--- src/design/des_pkg.sv ---
// ----------------------------------------------------------------------------
// des_pkg
// shared constants, types and helpers of the disparity error statistics block
// ----------------------------------------------------------------------------
package des_pkg;

  // accumulator sizing
  localparam int COUNT_WIDTH = 24;
  localparam int ERROR_CLAMP = 4;
  localparam int NUM_BINS    = ERROR_CLAMP + 1;
  localparam int BIN_W       = $clog2(NUM_BINS);
  localparam int SSE_W       = 40;

  // payload widths
  localparam int DISP_W  = 8;
  localparam int COLOR_W = 8;
  localparam int VCNT_W  = 24;
  localparam int PCT_W   = 15;
  localparam int RMS_W   = 16;
  localparam int NUM_THR = 4;
  localparam int THR_W   = $clog2(NUM_THR);

  // shared divide / root unit
  localparam int FRAC_W  = 16;
  localparam int DIV_W   = SSE_W + FRAC_W;
  localparam int ROOT_W  = DIV_W / 2;
  localparam int REM_W   = (COUNT_WIDTH + 2 > ROOT_W + 4) ? COUNT_WIDTH + 2 : ROOT_W + 4;
  localparam int STEP_W  = $clog2(DIV_W + 1);
  localparam int PROD_W  = COUNT_WIDTH + PCT_W;

  localparam logic [PCT_W-1:0]   PCT_SCALE = PCT_W'(25600);
  localparam logic [RMS_W-1:0]   RMS_CAP   = RMS_W'(65280);
  localparam logic [DISP_W-1:0]  OCC_RESET = DISP_W'(255);
  localparam logic [VCNT_W-1:0]  VCNT_MAX  = '1;

  localparam logic [COLOR_W-1:0] COLOR_TAB [4] = '{8'd255, 8'd200, 8'd40, 8'd20};

  // result kind codes
  localparam logic KIND_PIX = 1'b0;
  localparam logic KIND_SUM = 1'b1;

  typedef enum logic [3:0] {
    ST_IDLE,
    ST_CUM,
    ST_MUL,
    ST_DIV_GO,
    ST_DIV_WAIT,
    ST_MS_GO,
    ST_MS_WAIT,
    ST_RT_GO,
    ST_RT_WAIT,
    ST_SUMMARY
  } des_state_e;

  typedef enum logic {
    MODE_DIV,
    MODE_SQRT
  } des_mode_e;

  typedef struct packed {
    logic [NUM_BINS-1:0][COUNT_WIDTH-1:0] hist;
    logic [COUNT_WIDTH-1:0]               count;
    logic [SSE_W-1:0]                     sse;
  } des_stats_t;

  typedef struct packed {
    logic                   start;
    des_mode_e              mode;
    logic [DIV_W-1:0]       operand;
    logic [COUNT_WIDTH-1:0] divisor;
  } des_iter_req_t;

  typedef struct packed {
    logic             busy;
    logic             done;
    logic [DIV_W-1:0] result;
  } des_iter_rsp_t;

  typedef struct packed {
    logic                       kind;
    logic [COLOR_W-1:0]         map_value;
    logic [VCNT_W-1:0]          valid_count;
    logic [NUM_THR-1:0][PCT_W-1:0] bad_pct;
    logic [RMS_W-1:0]           rms_error;
    logic                       empty_flag;
    logic                       last;
  } des_res_t;

  // error-map color of a clamped error bin
  function automatic logic [COLOR_W-1:0] color_of(input logic [BIN_W-1:0] bin);
    logic [COLOR_W-1:0] color;
    color = '0;
    for (int i = 0; i < 4; i++) begin
      if (int'(bin) == i && i < ERROR_CLAMP) begin
        color = COLOR_TAB[i];
      end
    end
    return color;
  endfunction

  // saturating increment of a counter
  function automatic logic [COUNT_WIDTH-1:0] sat_inc(input logic [COUNT_WIDTH-1:0] v);
    return (v == '1) ? v : v + COUNT_WIDTH'(1);
  endfunction

endpackage

--- src/design/des_pix_if.sv ---
// ----------------------------------------------------------------------------
// des_pix_if
// pixel input channel: estimated and true disparity with frame end marker
// ----------------------------------------------------------------------------
interface des_pix_if;
  import des_pkg::*;

  logic              valid;
  logic              ready;
  logic [DISP_W-1:0] est_disp;
  logic [DISP_W-1:0] true_disp;
  logic              frame_end;

  modport source (
    output valid, est_disp, true_disp, frame_end,
    input  ready
  );

  modport sink (
    input  valid, est_disp, true_disp, frame_end,
    output ready
  );
endinterface

--- src/design/des_res_if.sv ---
// ----------------------------------------------------------------------------
// des_res_if
// result channel: per-pixel error-map beats and frame summary beats
// ----------------------------------------------------------------------------
interface des_res_if;
  import des_pkg::*;

  logic               valid;
  logic               ready;
  logic               kind;
  logic [COLOR_W-1:0] map_value;
  logic [VCNT_W-1:0]  valid_count;
  logic [PCT_W-1:0]   bad_pct_0;
  logic [PCT_W-1:0]   bad_pct_1;
  logic [PCT_W-1:0]   bad_pct_2;
  logic [PCT_W-1:0]   bad_pct_3;
  logic [RMS_W-1:0]   rms_error;
  logic               empty_flag;
  logic               last;

  modport source (
    output valid, kind, map_value, valid_count, bad_pct_0, bad_pct_1, bad_pct_2,
           bad_pct_3, rms_error, empty_flag, last,
    input  ready
  );

  modport sink (
    input  valid, kind, map_value, valid_count, bad_pct_0, bad_pct_1, bad_pct_2,
           bad_pct_3, rms_error, empty_flag, last,
    output ready
  );
endinterface

--- src/design/disparity_error_statistics.sv ---
// ----------------------------------------------------------------------------
// disparity_error_statistics
// stereo disparity error map, bad-pixel percentages and rms error per frame
// ----------------------------------------------------------------------------
// pixel beat: result sits in the output register in the cycle after accept;
//   one pixel per cycle while the result side keeps taking beats
// frame end beat: summary beat after the shared unit runs five 56-step divides
//   and one 28-step root; no pixel taken then
// reset: accumulators clear, occluded label returns to 255, output empty
// ----------------------------------------------------------------------------
module disparity_error_statistics (
  input  logic                       clk_i,
  input  logic                       rst_ni,
  input  logic                       cfg_we_i,
  input  logic [des_pkg::DISP_W-1:0] cfg_wdata_i,
  des_pix_if.sink                    pix_i,
  des_res_if.source                  res_o
);
  import des_pkg::*;

  des_state_e             state_q, state_d;
  logic [THR_W-1:0]       k_q, k_d;
  logic [COUNT_WIDTH-1:0] cum_q, cum_d;
  logic [PROD_W-1:0]      prod_q, prod_d;
  logic [NUM_THR-1:0][PCT_W-1:0] pct_q, pct_d;
  logic [RMS_W-1:0]       rms_q, rms_d;
  logic                   out_valid_q, out_valid_d;
  des_res_t               out_q, out_d;

  logic                   pix_ready;
  logic                   pix_take;
  logic                   clr;
  logic [COLOR_W-1:0]     color;
  des_stats_t             stats;
  des_iter_req_t          req;
  des_iter_rsp_t          rsp;

  // combinational helpers for the summary
  logic [COUNT_WIDTH-1:0] n;
  logic [COUNT_WIDTH-1:0] hist_sel;
  logic [COUNT_WIDTH:0]   cum_sum;
  logic [31:0]            n_ext;
  logic [VCNT_W-1:0]      vcount;
  logic [ROOT_W-1:0]      root;

  // ---------------------------------------------------------------------------
  // accumulators and the shared divide / root unit
  // ---------------------------------------------------------------------------
  des_accum u_accum (
    .clk_i       (clk_i),
    .rst_ni      (rst_ni),
    .cfg_we_i    (cfg_we_i),
    .cfg_wdata_i (cfg_wdata_i),
    .upd_i       (pix_take),
    .clr_i       (clr),
    .est_i       (pix_i.est_disp),
    .true_i      (pix_i.true_disp),
    .color_o     (color),
    .stats_o     (stats)
  );

  des_iter u_iter (
    .clk_i  (clk_i),
    .rst_ni (rst_ni),
    .req_i  (req),
    .rsp_o  (rsp)
  );

  // ---------------------------------------------------------------------------
  // summary datapath pieces
  // ---------------------------------------------------------------------------
  always_comb begin
    n        = stats.count;
    hist_sel = '0;
    // bin k joins the cumulative count only while it exists
    for (int b = 0; b < NUM_BINS; b++) begin
      if (b == int'(k_q)) begin
        hist_sel = stats.hist[b];
      end
    end
    cum_sum = {1'b0, cum_q} + {1'b0, hist_sel};
    // valid_count saturates at its own width
    n_ext   = 32'(n);
    vcount  = (n_ext > 32'(VCNT_MAX)) ? VCNT_MAX : n_ext[VCNT_W-1:0];
    root    = rsp.result[ROOT_W-1:0];
  end

  // ---------------------------------------------------------------------------
  // sequencer: pixel beats in idle, then the summary steps on frame end
  // ---------------------------------------------------------------------------
  always_comb begin
    state_d     = state_q;
    k_d         = k_q;
    cum_d       = cum_q;
    prod_d      = prod_q;
    pct_d       = pct_q;
    rms_d       = rms_q;
    out_valid_d = out_valid_q && !res_o.ready;
    out_d       = out_q;
    pix_ready   = 1'b0;
    clr         = 1'b0;
    req         = '0;
    req.mode    = MODE_DIV;
    req.divisor = n;

    unique case (state_q)
      ST_IDLE: begin
        // output register parts the two sides: take a pixel while the old beat drains
        pix_ready = !out_valid_q || res_o.ready;
        if (pix_ready && pix_i.valid) begin
          out_valid_d     = 1'b1;
          out_d           = '0;
          out_d.kind      = KIND_PIX;
          out_d.map_value = color;
          out_d.last      = !pix_i.frame_end;
          if (pix_i.frame_end) begin
            state_d = ST_CUM;
          end
        end
      end

      ST_CUM: begin
        // empty frame skips all arithmetic
        if (n == '0) begin
          state_d = ST_SUMMARY;
        end else begin
          if (int'(k_q) <= ERROR_CLAMP) begin
            cum_d = (cum_sum > {1'b0, n}) ? n : cum_sum[COUNT_WIDTH-1:0];
          end
          state_d = ST_MUL;
        end
      end

      ST_MUL: begin
        // pixels worse than threshold k, scaled to Q7.8 percent
        prod_d  = PROD_W'(n - cum_q) * PROD_W'(PCT_SCALE);
        state_d = ST_DIV_GO;
      end

      ST_DIV_GO: begin
        req.start   = 1'b1;
        req.mode    = MODE_DIV;
        req.operand = DIV_W'(prod_q);
        state_d     = ST_DIV_WAIT;
      end

      ST_DIV_WAIT: begin
        if (rsp.done) begin
          pct_d[k_q] = rsp.result[PCT_W-1:0];
          if (k_q == THR_W'(NUM_THR - 1)) begin
            state_d = ST_MS_GO;
          end else begin
            k_d     = k_q + THR_W'(1);
            state_d = ST_CUM;
          end
        end
      end

      ST_MS_GO: begin
        // mean squared error with 16 fraction bits
        req.start   = 1'b1;
        req.mode    = MODE_DIV;
        req.operand = {stats.sse, FRAC_W'(0)};
        state_d     = ST_MS_WAIT;
      end

      ST_MS_WAIT: begin
        if (rsp.done) begin
          state_d = ST_RT_GO;
        end
      end

      ST_RT_GO: begin
        // root of the quotient still held in the unit gives Q8.8
        req.start   = 1'b1;
        req.mode    = MODE_SQRT;
        req.operand = rsp.result;
        state_d     = ST_RT_WAIT;
      end

      ST_RT_WAIT: begin
        if (rsp.done) begin
          rms_d   = (root > ROOT_W'(RMS_CAP)) ? RMS_CAP : root[RMS_W-1:0];
          state_d = ST_SUMMARY;
        end
      end

      ST_SUMMARY: begin
        if (!out_valid_q || res_o.ready) begin
          out_valid_d      = 1'b1;
          out_d            = '0;
          out_d.kind       = KIND_SUM;
          out_d.last       = 1'b1;
          if (n == '0) begin
            out_d.empty_flag = 1'b1;
          end else begin
            out_d.valid_count = vcount;
            out_d.bad_pct     = pct_q;
            out_d.rms_error   = rms_q;
          end
          clr     = 1'b1;
          k_d     = '0;
          cum_d   = '0;
          state_d = ST_IDLE;
        end
      end

      default: begin
        state_d = ST_IDLE;
      end
    endcase
  end

  assign pix_take = pix_ready && pix_i.valid;

  always_ff @(posedge clk_i or negedge rst_ni) begin
    if (!rst_ni) begin
      state_q     <= ST_IDLE;
      k_q         <= '0;
      cum_q       <= '0;
      out_valid_q <= 1'b0;
    end else begin
      state_q     <= state_d;
      k_q         <= k_d;
      cum_q       <= cum_d;
      out_valid_q <= out_valid_d;
    end
  end

  always_ff @(posedge clk_i) begin
    prod_q <= prod_d;
    pct_q  <= pct_d;
    rms_q  <= rms_d;
    out_q  <= out_d;
  end

  // ---------------------------------------------------------------------------
  // ports
  // ---------------------------------------------------------------------------
  assign pix_i.ready       = pix_ready;
  assign res_o.valid       = out_valid_q;
  assign res_o.kind        = out_q.kind;
  assign res_o.map_value   = out_q.map_value;
  assign res_o.valid_count = out_q.valid_count;
  assign res_o.bad_pct_0   = out_q.bad_pct[0];
  assign res_o.bad_pct_1   = out_q.bad_pct[1];
  assign res_o.bad_pct_2   = out_q.bad_pct[2];
  assign res_o.bad_pct_3   = out_q.bad_pct[3];
  assign res_o.rms_error   = out_q.rms_error;
  assign res_o.empty_flag  = out_q.empty_flag;
  assign res_o.last        = out_q.last;

  // ---------------------------------------------------------------------------
  // assertions
  // ---------------------------------------------------------------------------
  // the shared unit is never restarted in the middle of an operation
  a_no_restart: assert property (@(posedge clk_i) disable iff (!rst_ni)
    req.start |-> !rsp.busy)
    else $error("shared unit started while busy");

  // a frame end beat always launches the summary sequence
  a_frame_end_seq: assert property (@(posedge clk_i) disable iff (!rst_ni)
    (pix_take && pix_i.frame_end) |=> (state_q == ST_CUM))
    else $error("frame end did not start summary");

  // emitting a summary leaves the accumulators empty
  a_clear: assert property (@(posedge clk_i) disable iff (!rst_ni)
    clr |=> (stats.count == '0) && (stats.sse == '0))
    else $error("accumulators not cleared after summary");

  // the cumulative bin count never passes the pixel count
  a_cum_cap: assert property (@(posedge clk_i) disable iff (!rst_ni)
    (state_q == ST_MUL) |-> (cum_q <= stats.count))
    else $error("cumulative count above pixel count");

endmodule

--- src/design/des_accum.sv ---
// ----------------------------------------------------------------------------
// des_accum
// per-pixel error classification and saturating frame accumulators
// ----------------------------------------------------------------------------
module des_accum (
  input  logic                        clk_i,
  input  logic                        rst_ni,
  input  logic                        cfg_we_i,
  input  logic [des_pkg::DISP_W-1:0]  cfg_wdata_i,
  input  logic                        upd_i,
  input  logic                        clr_i,
  input  logic [des_pkg::DISP_W-1:0]  est_i,
  input  logic [des_pkg::DISP_W-1:0]  true_i,
  output logic [des_pkg::COLOR_W-1:0] color_o,
  output des_pkg::des_stats_t         stats_o
);
  import des_pkg::*;

  logic [DISP_W-1:0]   occ_q;
  logic [DISP_W-1:0]   err;
  logic [2*DISP_W-1:0] sq;
  logic [BIN_W-1:0]    bin;
  logic                counted;
  logic [SSE_W:0]      sse_sum;
  des_stats_t          stats_q, stats_d;

  always_comb begin
    counted = (true_i != '0) && (est_i != occ_q);
    err     = (true_i >= est_i) ? true_i - est_i : est_i - true_i;
    sq      = err * err;
    bin     = (int'(err) > ERROR_CLAMP) ? BIN_W'(ERROR_CLAMP) : BIN_W'(err);
    color_o = counted ? color_of(bin) : '0;
    sse_sum = {1'b0, stats_q.sse} + (SSE_W + 1)'(sq);
  end

  always_comb begin
    stats_d = stats_q;
    if (clr_i) begin
      stats_d = '0;
    end else if (upd_i && counted) begin
      stats_d.count = sat_inc(stats_q.count);
      for (int b = 0; b < NUM_BINS; b++) begin
        if (int'(bin) == b) begin
          stats_d.hist[b] = sat_inc(stats_q.hist[b]);
        end
      end
      stats_d.sse = sse_sum[SSE_W] ? '1 : sse_sum[SSE_W-1:0];
    end
  end

  always_ff @(posedge clk_i or negedge rst_ni) begin
    if (!rst_ni) begin
      stats_q <= '0;
      occ_q   <= OCC_RESET;
    end else begin
      stats_q <= stats_d;
      if (cfg_we_i) begin
        occ_q <= cfg_wdata_i;
      end
    end
  end

  assign stats_o = stats_q;

endmodule

--- src/design/des_iter.sv ---
// ----------------------------------------------------------------------------
// des_iter
// shared shift / compare / subtract unit: restoring divide or integer root
// ----------------------------------------------------------------------------
module des_iter (
  input  logic                   clk_i,
  input  logic                   rst_ni,
  input  des_pkg::des_iter_req_t req_i,
  output des_pkg::des_iter_rsp_t rsp_o
);
  import des_pkg::*;

  logic                   busy_q;
  logic                   done_q;
  logic [STEP_W-1:0]      step_q;
  des_mode_e              mode_q;
  logic [DIV_W-1:0]       acc_q;
  logic [REM_W-1:0]       rem_q;
  logic [DIV_W-1:0]       res_q;
  logic [COUNT_WIDTH-1:0] div_q;

  logic [REM_W-1:0] rem_sh;
  logic [REM_W-1:0] sub;
  logic [REM_W:0]   diff;
  logic             fits;

  // one digit: shift in one dividend bit or two radicand bits, then trial subtract
  always_comb begin
    if (mode_q == MODE_SQRT) begin
      rem_sh = {rem_q[REM_W-3:0], acc_q[DIV_W-1 -: 2]};
      sub    = REM_W'({res_q[ROOT_W-1:0], 2'b01});
    end else begin
      rem_sh = {rem_q[REM_W-2:0], acc_q[DIV_W-1]};
      sub    = REM_W'(div_q);
    end
    diff = {1'b0, rem_sh} - {1'b0, sub};
    fits = !diff[REM_W];
  end

  always_ff @(posedge clk_i or negedge rst_ni) begin
    if (!rst_ni) begin
      busy_q <= 1'b0;
      done_q <= 1'b0;
      step_q <= '0;
    end else begin
      done_q <= 1'b0;
      if (req_i.start) begin
        busy_q <= 1'b1;
        step_q <= (req_i.mode == MODE_SQRT) ? STEP_W'(ROOT_W) : STEP_W'(DIV_W);
      end else if (busy_q) begin
        step_q <= step_q - STEP_W'(1);
        if (step_q == STEP_W'(1)) begin
          busy_q <= 1'b0;
          done_q <= 1'b1;
        end
      end
    end
  end

  always_ff @(posedge clk_i) begin
    if (req_i.start) begin
      mode_q <= req_i.mode;
      acc_q  <= req_i.operand;
      div_q  <= req_i.divisor;
      rem_q  <= '0;
      res_q  <= '0;
    end else if (busy_q) begin
      acc_q <= (mode_q == MODE_SQRT) ? {acc_q[DIV_W-3:0], 2'b00} : {acc_q[DIV_W-2:0], 1'b0};
      rem_q <= fits ? diff[REM_W-1:0] : rem_sh;
      res_q <= {res_q[DIV_W-2:0], fits};
    end
  end

  assign rsp_o.busy   = busy_q;
  assign rsp_o.done   = done_q;
  assign rsp_o.result = res_q;

endmodule
--- src/flat_wrapper.sv ---
// flat-port wrapper written by rule: the top's interface ports become plain ports
module disparity_error_statistics_flat import des_pkg::*;
  (clk_i, rst_ni, cfg_we_i, cfg_wdata_i, pix_i_valid, pix_i_est_disp, pix_i_true_disp, pix_i_frame_end, pix_i_ready, res_o_valid, res_o_kind, res_o_map_value, res_o_valid_count, res_o_bad_pct_0, res_o_bad_pct_1, res_o_bad_pct_2, res_o_bad_pct_3, res_o_rms_error, res_o_empty_flag, res_o_last, res_o_ready);
  des_pix_if pix_i_i ();
  des_res_if res_o_i ();
  input  logic clk_i;
  input  logic rst_ni;
  input  logic cfg_we_i;
  input  logic [des_pkg::DISP_W-1:0] cfg_wdata_i;
  input wire logic [$bits(pix_i_i.valid)-1:0] pix_i_valid;
  input wire logic [$bits(pix_i_i.est_disp)-1:0] pix_i_est_disp;
  input wire logic [$bits(pix_i_i.true_disp)-1:0] pix_i_true_disp;
  input wire logic [$bits(pix_i_i.frame_end)-1:0] pix_i_frame_end;
  output wire logic [$bits(pix_i_i.ready)-1:0] pix_i_ready;
  output wire logic [$bits(res_o_i.valid)-1:0] res_o_valid;
  output wire logic [$bits(res_o_i.kind)-1:0] res_o_kind;
  output wire logic [$bits(res_o_i.map_value)-1:0] res_o_map_value;
  output wire logic [$bits(res_o_i.valid_count)-1:0] res_o_valid_count;
  output wire logic [$bits(res_o_i.bad_pct_0)-1:0] res_o_bad_pct_0;
  output wire logic [$bits(res_o_i.bad_pct_1)-1:0] res_o_bad_pct_1;
  output wire logic [$bits(res_o_i.bad_pct_2)-1:0] res_o_bad_pct_2;
  output wire logic [$bits(res_o_i.bad_pct_3)-1:0] res_o_bad_pct_3;
  output wire logic [$bits(res_o_i.rms_error)-1:0] res_o_rms_error;
  output wire logic [$bits(res_o_i.empty_flag)-1:0] res_o_empty_flag;
  output wire logic [$bits(res_o_i.last)-1:0] res_o_last;
  input wire logic [$bits(res_o_i.ready)-1:0] res_o_ready;
  assign pix_i_i.valid = pix_i_valid;
  assign pix_i_i.est_disp = pix_i_est_disp;
  assign pix_i_i.true_disp = pix_i_true_disp;
  assign pix_i_i.frame_end = pix_i_frame_end;
  assign pix_i_ready = pix_i_i.ready;
  assign res_o_valid = res_o_i.valid;
  assign res_o_kind = res_o_i.kind;
  assign res_o_map_value = res_o_i.map_value;
  assign res_o_valid_count = res_o_i.valid_count;
  assign res_o_bad_pct_0 = res_o_i.bad_pct_0;
  assign res_o_bad_pct_1 = res_o_i.bad_pct_1;
  assign res_o_bad_pct_2 = res_o_i.bad_pct_2;
  assign res_o_bad_pct_3 = res_o_i.bad_pct_3;
  assign res_o_rms_error = res_o_i.rms_error;
  assign res_o_empty_flag = res_o_i.empty_flag;
  assign res_o_last = res_o_i.last;
  assign res_o_i.ready = res_o_ready;
  disparity_error_statistics u_core (.clk_i(clk_i), .rst_ni(rst_ni), .cfg_we_i(cfg_we_i), .cfg_wdata_i(cfg_wdata_i), .pix_i(pix_i_i), .res_o(res_o_i));
endmodule
--- config.mk ---
export PLATFORM = sky130hd
export DESIGN_NAME = disparity_error_statistics_flat
export DESIGN_NICKNAME = d
export VERILOG_FILES = /design/src/design/des_pkg.sv /design/src/design/des_pix_if.sv /design/src/design/des_res_if.sv /design/src/design/disparity_error_statistics.sv /design/src/design/des_accum.sv /design/src/design/des_iter.sv /design/src/flat_wrapper.sv
export SDC_FILE = /design/constraint.sdc
export NUM_CORES = 2
export LEC_CHECK = 0
export BUFFER_PORTS_ARGS = -buffer_cell sky130_fd_sc_hd__clkbuf_2
export CORE_ASPECT_RATIO = 2
export CORE_UTILIZATION = 65
export DETAILED_ROUTE_END_ITERATION = 6
export PLACE_DENSITY = 0.83
export SETUP_SLACK_MARGIN = 0.2
export SLEW_MARGIN = 20
export SYNTH_ARGS = -nofsm -noshare
export SYNTH_HDL_FRONTEND = slang
export SYNTH_HIERARCHICAL = 1
export SYNTH_SLANG_ARGS = --single-unit
--- constraint.sdc ---
create_clock -name clk_i -period 23.9 [get_ports clk_i]
set_clock_uncertainty 0.05 [all_clocks]
set_input_delay 1.195 -clock clk_i [delete_from_list [all_inputs] [get_ports clk_i]]
set_output_delay 1.195 -clock clk_i [all_outputs]
set_load 0.005 [all_outputs]
==> metrics <==
syn avg cell area 9.71 sq um; dpl cells 4661; Post-Syn Instances 3928; number of gates resized after CTS 0; Crit Path Category primary input to flop; Cell Count, Final, Fillers Out 4755; nets@finish 4291; fmax 0.118 GHz; P per Cell Area 59.0 mW/mm^2; global-route usage over all layers 0.356; initial antenna violation count 1; Post-route DRC 1; initial core utilization 0.657; Fin Setup TNS 0 ns; switch share 0.291; Antenna Diode Count 0; P_sw 705 uW; Area growth, synth to finish 7.63%; Post-Syn Area 0.0381 sq mm; 1st-iter DRT viols 2436; worst vdd ir 0.0677 mV; status finished, violations left; die area 0.0597 sq mm; via/cell ratio 6.59; Post-Route WL 107000 microns; die height 345 microns; Final min period 8.45 ns; DR vias 31300; H-tree depth 2; largest net degree at the start of global routing 186; Inserted Clock Buffers 50; Rows 125; CP Capture Type flop; Setup Viol. Count Final 0; CTS max path bufs 3; layout cells sized above 1 0.0964; violated checks design-rule violations; CTS Root Cell clkbuf_16; core area 0.0580 sq mm; drt pass-1 iters 7; vias in the first global route 31400; Worst-path clk slew 0.07 ns; fin. max-slew vios 0; clock latency on the worst-skew pair 0.65 ns; Final ANT Viol Nets 0; Clock power frac 0.353; final hold violation count 0; relative slew slack 0.219; nature of the critical path startpoint primary input; Flop pwr share 0.439; Slew @ Worst Pin 1.17 ns; mean routed wirelength per cell 22.6 microns; critical path required time 24.34 ns; Leak 0.0180 uW; unrepaired setup endpoints after global routing no; highest fanout seen on the critical path 12; Max Cap Viol 0; die width 173 microns; total congestion overflow 0; Hold Crit Class flop to flop; CTS tree done; Final period util 0.354; cts hold-fix bufs 0; Setup Fix Bufs, Post-CTS 0; IO Count 143; I/O Buffers 142; gpl congestion 0.973; # clock sinks 591; first-pass GRT wire length 166000 microns; DP Wirelength 76800 microns; syn_nets 4268; P_int 1720 uW; critical path arrival 8.89 ns; Synth warnings 6; Comb pwr share 0.209
-- state kept, by name, summed over array words and instances (netlist names), 16 cells and up --
signal / flops
u_core/prod_q: 29
u_core/pct_q: 60
u_core/u_iter/div_q: 24
u_core/u_iter/acc_q: 56
u_core/cum_q: 24
u_core/res_o.valid_count: 24
u_core/rms_q: 16
u_core/res_o.rms_error: 16
u_core/u_iter/res_q: 56
u_core/u_iter/rem_q: 31
u_core/u_accum/stats_o: 160
-- cells in the final DEF, fill, tap and decap left out, drive strengths merged, types with 34 or more instances in the layout --
cell type,count
inv,328
nor2,305
edfxtp,297
nand2,276
a21oi,259
ha,244
clkbuf,209
o21ai,206
dfrtp,199
mux2i,156
and3,138
dfxtp,87
xnor2,86
nand3,70
nand4,69
o31ai,67
fa,66
xor2,65
and2,65
or4,56
a21o,55
nor3,53
a211oi,46
mux2,45
buf,45
or3,35
a31oi,35
o21a,34
nor4,34
-- power groups by stage --
stage / clock (uW) / sequential (uW) / combinational [uW]
floorplan: 0 / 1080 / 393
global placement: 0 / 1080 / 490
detailed placement: 0 / 1080 / 497
CTS: 861 / 1060 / 503
global route: 898 / 1060 / 567
finish: 854 / 1060 / 505
-- metrics by stage --
step | hold WS, ns | power, uW | cell area [sq um] | utilization | worst slack (ns)
3_3_place_gp | 0.416 | 1570 | 39300 | 0.678 | 15.11
5_1_grt | 0.476 | 2530 | 41000 | 0.707 | 14.89
4_1_cts | 0.451 | 2430 | 41000 | 0.707 | 15.56
2_1_floorplan | 0.387 | 1480 | 38100 | - | 14.09
3_5_place_dp | 0.441 | 1580 | 39300 | 0.678 | 14.95
6_report | 0.444 | 2420 | 41000 | 0.707 | 15.45
-- per-layer routing --
layer	global-route usage	up-vias	routed length (microns)
li1	-	14300	-
met1	0.339	15100	34500
met2	0.666	1344	56600
met3	0.0510	545	5910
met4	0.313	2	10300
met5	0	-	13
-- layout make-up --
type | count | area, sq um
multi-input cells | 2798 | 20200
clock inverters | 27 | 297
repair buffers | 187 | 1080
well taps | 762 | 953
fillers | 4278 | 17000
inverters | 323 | 1210
clock buffers | 67 | 1400
flip-flops and latches | 591 | 15900
-- critical path, cell delays in order --
cell       delay, ns
clkbuf_2        0.11
inv_1           0.06
ha_1            0.18
inv_1           0.07
fa_1            0.42
nand3_2         0.16
a31oi_2         0.15
nor3_4          0.43
a21oi_1         0.16
xnor2_1         0.55
nor2_1          0.14
fa_1            0.53
fa_1            0.53
fa_1            0.56
inv_1           0.06
fa_1            0.52
inv_1           0.04
ha_1            0.36
a21o_1          0.20
a21o_1          0.19
a2111oi_0       0.53
o21ai_0         0.23
o211a_1         0.39
nor2_1          0.73
a41oi_1         0.22
o21a_1          0.16
-- final timing paths --
kind | depth (start not counted) | endpoint | start | slack, ns
worst min-delay path | 2 | u_core/u_iter/rem_q[9] | u_core/u_iter/rem_q[9] | 0.44
max in group asynchronous | 2 | u_core/cum_q[1] | rst_ni | 21.59
worst max-delay path | 26 | u_core/u_accum/stats_o[19] | pix_i_true_disp[0] | 15.45
worst min register to register | 2 | u_core/u_iter/rem_q[9] | u_core/u_iter/rem_q[9] | 0.44
min in group asynchronous | 1 | u_core/u_accum/stats_o[26] | rst_ni | 0.59
worst max register to register | 27 | u_core/cum_q[12] | u_core/k_q[0] | 16.60
Power figures use the tool's default switching activity.
